### src/hw/rtl/adcvm_pkg.sv
// ----------------------------------------------------------------------------
// adcvm_pkg: shared types and constants for the averaging voltmeter display
// Holds the item structs, command codes, sizing constants and the
// seven-segment glyph decoder.
// ----------------------------------------------------------------------------
`default_nettype none

package adcvm_pkg;

   // Number of samples averaged for one shown value (1..16).
   localparam int SAMPLES = 8;

   // Scaled sample range: 0..ScaledMax tenths of a volt.
   localparam int ScaledMax   = 33;
   localparam int ScaledWidth = $clog2(ScaledMax + 1);
   localparam int SampleWidth = 10;
   localparam int ScaleMul    = 33;
   localparam int ScaleRound  = 511;
   localparam int ScaleDiv    = 1023;
   localparam int ProdWidth   = 16;

   // The running sum reaches SAMPLES * ScaledMax just before it is averaged.
   localparam int SumWidth   = $clog2(SAMPLES * ScaledMax + 1);
   localparam int CountWidth = $clog2(SAMPLES + 1);

   localparam logic CMD_SAMPLE = 1'b0;
   localparam logic CMD_TICK   = 1'b1;

   typedef struct packed {
      logic                   command;
      logic [SampleWidth-1:0] sample;
   } req_type;

   typedef struct packed {
      logic [6:0] segments;
      logic       high_digit_on;
      logic [5:0] shown_value;
   } rsp_type;

   // Seven-segment pattern, bit 0 = segment a through bit 6 = segment g.
   function automatic logic [6:0] seg_code(input logic [3:0] nib);
      logic [6:0] code;
      unique case (nib)
         4'h0: code = 7'h3F;
         4'h1: code = 7'h06;
         4'h2: code = 7'h5B;
         4'h3: code = 7'h4F;
         4'h4: code = 7'h66;
         4'h5: code = 7'h6D;
         4'h6: code = 7'h7D;
         4'h7: code = 7'h07;
         4'h8: code = 7'h7F;
         4'h9: code = 7'h6F;
         4'hA: code = 7'h77;
         4'hB: code = 7'h7C;
         4'hC: code = 7'h39;
         4'hD: code = 7'h5E;
         4'hE: code = 7'h79;
         default: code = 7'h71;
      endcase
      return code;
   endfunction

endpackage

`default_nettype wire

### src/hw/rtl/adc_average_voltmeter_display_top.sv
// A refresh tick item passes from the input register to the result register.
// Throughput: one item per cycle; a tick and all items behind it wait while a result is unread.
// The input register feeds one short pass (constant scale, accumulate,
// average, BCD split, digit decode) into the state and result registers.
// Samples give no result. Reset (synchronous, active high) clears the sum,
// count, shown value and digit phase, and empties both registers.
// ----------------------------------------------------------------------------
// adc_average_voltmeter_display_top: averaging voltmeter with 2-digit display
// Averages scaled converter samples in tenths of a volt and, on each
// refresh tick, returns the seven-segment pattern of the alternate digit.
// ----------------------------------------------------------------------------
`default_nettype none

module adc_average_voltmeter_display_top (
   input  wire logic              clock,
   input  wire logic              reset,
   input  wire logic              req_valid,
   output logic                   req_ready,
   input  wire adcvm_pkg::req_type req_data,
   output logic                   rsp_valid,
   input  wire logic              rsp_ready,
   output adcvm_pkg::rsp_type     rsp_data
);

   // Input register stage.
   logic               in_valid_ff;
   adcvm_pkg::req_type in_data_ff;

   // Block state.
   logic [adcvm_pkg::SumWidth-1:0]   sum_ff, sum_in;
   logic [adcvm_pkg::CountWidth-1:0] count_ff, count_in;
   logic [1:0]                       tens_ff, tens_in;
   logic [3:0]                       ones_ff, ones_in;
   logic                             phase_ff;

   // Result register stage.
   logic               rsp_valid_ff;
   adcvm_pkg::rsp_type rsp_data_ff, rsp_data_in;

   logic is_tick;
   logic advance;
   logic fire_tick;
   logic fire_sample;

   // A registered tick may only move on once the result register has room;
   // samples produce nothing and always move on.
   assign is_tick     = in_data_ff.command == adcvm_pkg::CMD_TICK;
   assign advance     = in_valid_ff && !(is_tick && rsp_valid_ff && !rsp_ready);
   assign fire_tick   = advance && is_tick;
   assign fire_sample = advance && !is_tick;
   assign req_ready   = !in_valid_ff || advance;

   // Scaling: x = s*33 + 511, then x / 1023. Since x/1024 is either the
   // quotient or one less, one remainder compare finishes the division.
   logic [adcvm_pkg::ProdWidth-1:0]   prod;
   logic [adcvm_pkg::ProdWidth-1:0]   q0_times_div;
   logic [adcvm_pkg::ProdWidth-1:0]   rem0;
   logic [adcvm_pkg::ScaledWidth-1:0] q0;
   logic [adcvm_pkg::ScaledWidth-1:0] scaled;

   always_comb begin
      prod = (adcvm_pkg::ProdWidth'(in_data_ff.sample) << 5)
           + adcvm_pkg::ProdWidth'(in_data_ff.sample)
           + adcvm_pkg::ProdWidth'(adcvm_pkg::ScaleRound);
      q0 = adcvm_pkg::ScaledWidth'(prod >> 10);
      q0_times_div = (adcvm_pkg::ProdWidth'(q0) << 10) - adcvm_pkg::ProdWidth'(q0);
      rem0 = prod - q0_times_div;
      scaled = q0 + adcvm_pkg::ScaledWidth'(rem0 >= adcvm_pkg::ProdWidth'(adcvm_pkg::ScaleDiv));
   end

   // Accumulate, and on the last sample of a group average and split into
   // BCD. The average never exceeds 33, so the tens digit is found by
   // three compares.
   logic [adcvm_pkg::SumWidth-1:0] sum_next;
   logic [5:0]                     avg;

   always_comb begin
      sum_next = sum_ff + adcvm_pkg::SumWidth'(scaled);
      avg      = 6'(sum_next / adcvm_pkg::SAMPLES);
      sum_in   = sum_ff;
      count_in = count_ff;
      tens_in  = tens_ff;
      ones_in  = ones_ff;
      if (fire_sample) begin
         if (count_ff == adcvm_pkg::CountWidth'(adcvm_pkg::SAMPLES - 1)) begin
            sum_in   = '0;
            count_in = '0;
            if (avg >= 6'd30) begin
               tens_in = 2'd3;
               ones_in = 4'(avg - 6'd30);
            end else if (avg >= 6'd20) begin
               tens_in = 2'd2;
               ones_in = 4'(avg - 6'd20);
            end else if (avg >= 6'd10) begin
               tens_in = 2'd1;
               ones_in = 4'(avg - 6'd10);
            end else begin
               tens_in = 2'd0;
               ones_in = 4'(avg);
            end
         end else begin
            sum_in   = sum_next;
            count_in = count_ff + 1'b1;
         end
      end
   end

   // The display result: the low digit when the phase is clear, else high.
   always_comb begin
      rsp_data_in.segments      = adcvm_pkg::seg_code(phase_ff ? {2'b00, tens_ff} : ones_ff);
      rsp_data_in.high_digit_on = phase_ff;
      rsp_data_in.shown_value   = {tens_ff, ones_ff};
   end

   always_ff @(posedge clock) begin
      if (reset) begin
         in_valid_ff  <= 1'b0;
         rsp_valid_ff <= 1'b0;
         sum_ff       <= '0;
         count_ff     <= '0;
         tens_ff      <= '0;
         ones_ff      <= '0;
         phase_ff     <= 1'b0;
      end else begin
         if (req_ready) begin
            in_valid_ff <= req_valid;
         end
         if (fire_tick) begin
            rsp_valid_ff <= 1'b1;
            phase_ff     <= !phase_ff;
         end else if (rsp_ready) begin
            rsp_valid_ff <= 1'b0;
         end
         sum_ff   <= sum_in;
         count_ff <= count_in;
         tens_ff  <= tens_in;
         ones_ff  <= ones_in;
      end
   end

   always_ff @(posedge clock) begin
      if (req_ready && req_valid) begin
         in_data_ff <= req_data;
      end
      if (fire_tick) begin
         rsp_data_ff <= rsp_data_in;
      end
   end

   assign rsp_valid = rsp_valid_ff;
   assign rsp_data  = rsp_data_ff;

`ifndef SYNTHESIS
   // The sample count wraps before it reaches the group size.
   a_count_range: assert property (@(posedge clock) disable iff (reset)
      count_ff < adcvm_pkg::CountWidth'(adcvm_pkg::SAMPLES))
      else $error("sample count out of range");

   // The stored sum never holds a complete group.
   a_sum_range: assert property (@(posedge clock) disable iff (reset)
      sum_ff <= adcvm_pkg::SumWidth'((adcvm_pkg::SAMPLES - 1) * adcvm_pkg::ScaledMax))
      else $error("running sum out of range");

   // The shown value is always a decimal digit pair.
   a_bcd_digit: assert property (@(posedge clock) disable iff (reset)
      ones_ff <= 4'd9)
      else $error("ones digit not decimal");

   // A tick held back by a full result register stays in the input register.
   a_tick_held: assert property (@(posedge clock) disable iff (reset)
      in_valid_ff && is_tick && rsp_valid_ff && !rsp_ready |=> in_valid_ff && is_tick)
      else $error("stalled tick lost");

   // Every processed tick flips the digit phase.
   a_phase_flip: assert property (@(posedge clock) disable iff (reset)
      fire_tick |=> phase_ff != $past(phase_ff))
      else $error("digit phase did not alternate");
`endif

endmodule

`default_nettype wire

### config.mk
export PLATFORM = sky130hd
export DESIGN_NAME = adc_average_voltmeter_display_top
export DESIGN_NICKNAME = d
export VERILOG_FILES = /design/src/hw/rtl/adcvm_pkg.sv /design/src/hw/rtl/adc_average_voltmeter_display_top.sv
export SDC_FILE = /design/constraint.sdc
export NUM_CORES = 1
export LEC_CHECK = 0
export BUFFER_PORTS_ARGS = -buffer_cell sky130_fd_sc_hd__buf_2
export CAP_MARGIN = 20
export CORE_AREA = 4 4 110 112
export CTS_CLUSTER_SIZE = 30
export DETAILED_ROUTE_END_ITERATION = 12
export DIE_AREA = 0 0 114 116
export GPL_TIMING_DRIVEN = 0
export HOLD_SLACK_MARGIN = 0.15
export SYNTH_ARGS = -nofsm -noshare
export SYNTH_HDL_FRONTEND = slang
export SYNTH_SLANG_ARGS = --single-unit
### constraint.sdc
create_clock -name clock -period 21.6 [get_ports clock]
set_input_delay 5.4 -clock clock [delete_from_list [all_inputs] [get_ports clock]]
set_output_delay 5.4 -clock clock [all_outputs]
set_load 0.005 [all_outputs]
==> impl_metrics.py <==
metrics = {
    "status": {
        "status": "completed",
    },
    "sta": {
        "min_period_ns": 11.45,
        "setup_viol": 0,
        "relSlewSlack_pct": 63.25,
        "finalCritPeriodShare_pct": 53.03,
        "report.final.slew_viol_count": 0,
        "fin_skew_ns": 0.005023,
        "hold_viol": 0,
        "tightestPinTransition_ns": 0.5359,
        "rsz0062_at_grt": "false",
        "final.setup.worst_slack_ns": 10.15,
        "fmax_ghz": 0.08731,
        "tns_ns": 0,
    },
    "place": {
        "port_buffers": 30,
        "place.gp.congestion": 0.8136,
        "dpl.hpwl_um": 6646,
        "post-place-cells": 598,
        "pre_cts_slack_ns": 10.12,
    },
    "finish": {
        "num-nets-final": 528,
        "final-seq-area_sq_mm": 0.001191,
        "multi_input_area_sq_mm": 0.002447,
        "finalNonFillerCells": 606,
        "drive_above_1_share_pct": 14.47,
        "diodes": 0,
        "fill_cells": 1158,
        "syn2layout_area_growth_pct": 13.40,
    },
    "worst_setup_path": {
        "worst-setup-path-type": "input port to primary output",
        "worstPathArrival_ns": 6.05,
        "required_ns": 16.20,
        "path_max_fanout": 4,
        "critPathLaunchType": "input port",
        "crit_path_end_kind": "primary output",
    },
    "floorplan": {
        "core_area_sq_mm": 0.01122,
        "start_util_pct": 34.27,
        "die_x_um": 114,
        "die-area_sq_mm": 0.01322,
        "rows": 39,
        "die_h_um": 116,
        "ios": 31,
    },
    "clock_tree": {
        "cts_tree": "built",
        "cts_root_buffer": "clkbuf_16",
        "clock_path_buffers": 2,
        "clk_latency_ns": 0.29,
        "post_cts_buffers": 0,
        "cts_hold_buf": 0,
        "cts_resized": 0,
        "clkSinkCount": 47,
        "clkTransAtPathRegs_ns": 0.06,
        "numCtsBuffers": 5,
        "htree_levels": 2,
    },
    "grt": {
        "grt_max_degree": 16,
        "antenna_found_initial": 0,
        "grt_pass1_vias": 3153,
        "gr-usage-all-layers_pct": 13.36,
        "grt-ovfl-total": 0,
        "grt_first_pass_wirelength_um": 14680,
    },
    "routing": {
        "wl_um": 8250,
        "ant_nets": 0,
        "drc": 0,
        "wire_per_inst_um": 13.61,
        "vias_per_cell": 5.185,
        "drt-pass1-iter-count": 7,
        "vias": 3142,
        "drt-initial-drc-count": 149,
    },
    "synthesis": {
        "yosys.area.top_type": "edfxtp_1",
        "avgSynthCellArea_sq_um": 9.093,
        "ys_seq_area_share_pct": 30.97,
        "syn_area_sq_mm": 0.003846,
        "ys_seq_elements": 47,
        "ys.flop_type": "edfxtp_1",
        "yosys_warnings": 0,
        "synth_cell_types": 68,
        "synth_top_area_share_pct": 19.52,
        "synth_area_leaders": "edfxtp_1 20%, ha_1 16%, dfxtp_1 11%",
        "synth_nets": 489,
        "synthArstFlopShare_pct": 0,
        "synth_edf_count": 25,
        "syn_inst": 423,
    },
    "run": {
        "maxCapViolations": 0,
    },
    "power": {
        "peakVddDrop_mv": 0.05087,
        "power.density_mw_per_mm2": 79.24,
        "leakage_nw": 1.784,
    },
    "hold_path": {
        "hold_path.class": "flop to flop",
    },
}
## power by group
group | internal, W | leakage [nW] | switching, W
logic | 0.0000672 | 1.30 | 0.0000903
registers | 0.0000974 | 0.397 | 0.00000259
clock network | 0.0000546 | 0.0818 | 0.0000335
total | 0.000219 | 1.78 | 0.000126
## cells by family (layout without fill, tap and decap cells)
group / count (synthesis) / after routing / share of synthesized area, %
AND/OR/NAND/NOR: 124 / 124 / 16.75
AO/OA/AOI/OAI: 113 / 113 / 21.67
buffers and inverters: 53 / 93 / 5.400
adder cells (fa/ha/maj): 51 / 51 / 16.98
flip-flops: 47 / 47 / 30.97
XOR/XNOR: 33 / 33 / 7.710
multiplexers: 2 / 2 / 0.5205
## area by class of cell
type	instances	area share (%)
multi-input cells	323	56.11
flip-flops and latches	47	27.31
well taps	143	4.102
repair buffers	32	3.873
inverters	40	3.557
clock buffers	5	2.869
plain buffers	13	1.205
clock inverters	3	0.9753
## per-stage QoR
| step | area (sq um) | power (W) | util (%) | hold slack (ns) |
|---|---|---|---|---|
| floorplan | 3846 | 0.0002280 | - | 0.4064 |
| global placement | 4175 | 0.0002542 | 37.20 | 0.4248 |
| detailed placement | 4194 | 0.0002594 | 37.37 | 0.4163 |
| CTS | 4362 | 0.0003486 | 38.86 | 0.4321 |
| global route | 4362 | 0.0003756 | 38.86 | 0.4501 |
| finish | 4362 | 0.0003456 | 38.86 | 0.4307 |
## cell usage after synthesis, types with 3 or more instances
cell       number
o21ai_1         6
a21oi_1        33
nand2_1        26
dfxtp_1        22
or2_2           5
edfxtp_1       25
a21o_1          7
buf_2           3
and3_1          3
clkbuf_1        9
inv_1          37
nand3_1        15
o2111ai_1       3
xor2_1         11
a211oi_1        7
nor3_1          7
nand2b_1        7
a22oi_1         6
nor2_1         34
nand3b_1        4
a211o_1         3
o211ai_1        4
nor2b_1         7
o22ai_1         3
nand4b_1        3
o21bai_1        4
ha_1           49
a31oi_1         6
xnor2_1        21
o21ai_0         6
## final timing paths
path                      start          end  slack [ns]  depth (start not counted)
hold / removal       ones_ff[2]  rsp_data[2]        0.43                          0
setup reg to reg  in_data_ff[1]   ones_ff[2]       13.81                         34
hold reg to reg      ones_ff[2]  rsp_data[2]        0.43                          0
setup / recovery      rsp_ready    req_ready       10.15                          4
## metal layers
layer	part of all wire, %	global-route usage [%]
met2	51	23.77
met1	46	17.60
met4	0.70	2.771
met3	1.6	1.410
met5	0	0
## sequential cells by signal, indices dropped and copies added (netlist names)
signal	cells
rsp_data	14
in_data_ff	10
sum_ff	9
count_ff	4
ones_ff	4
tens_ff	2
in_valid_ff	1
is_tick	1
phase_ff	1
rsp_valid	1
## critical path, stage by stage
cell and delay [ns]:
buf_2 0.09, nor2b_1 0.25, nand3_1 0.16, buf_2 0.15
## placed cells by master, fill, tap and decap left out, types with 6 or more instances in the layout
master / synthesis / final
a211oi_1: 7 / 7
a21o_1: 7 / 7
a21oi_1: 33 / 33
a22oi_1: 6 / 6
a31oi_1: 6 / 6
buf_2: 3 / 33
clkbuf_1: 9 / 9
dfxtp_1: 22 / 22
edfxtp_1: 25 / 25
ha_1: 49 / 49
inv_1: 37 / 37
nand2_1: 26 / 26
nand2b_1: 7 / 7
nand3_1: 15 / 15
nor2_1: 34 / 34
nor2b_1: 7 / 7
nor3_1: 7 / 7
o21ai_0: 6 / 6
o21ai_1: 6 / 6
xnor2_1: 21 / 21
xor2_1: 11 / 11
Note: power is estimated with default switching activity, not from simulation.
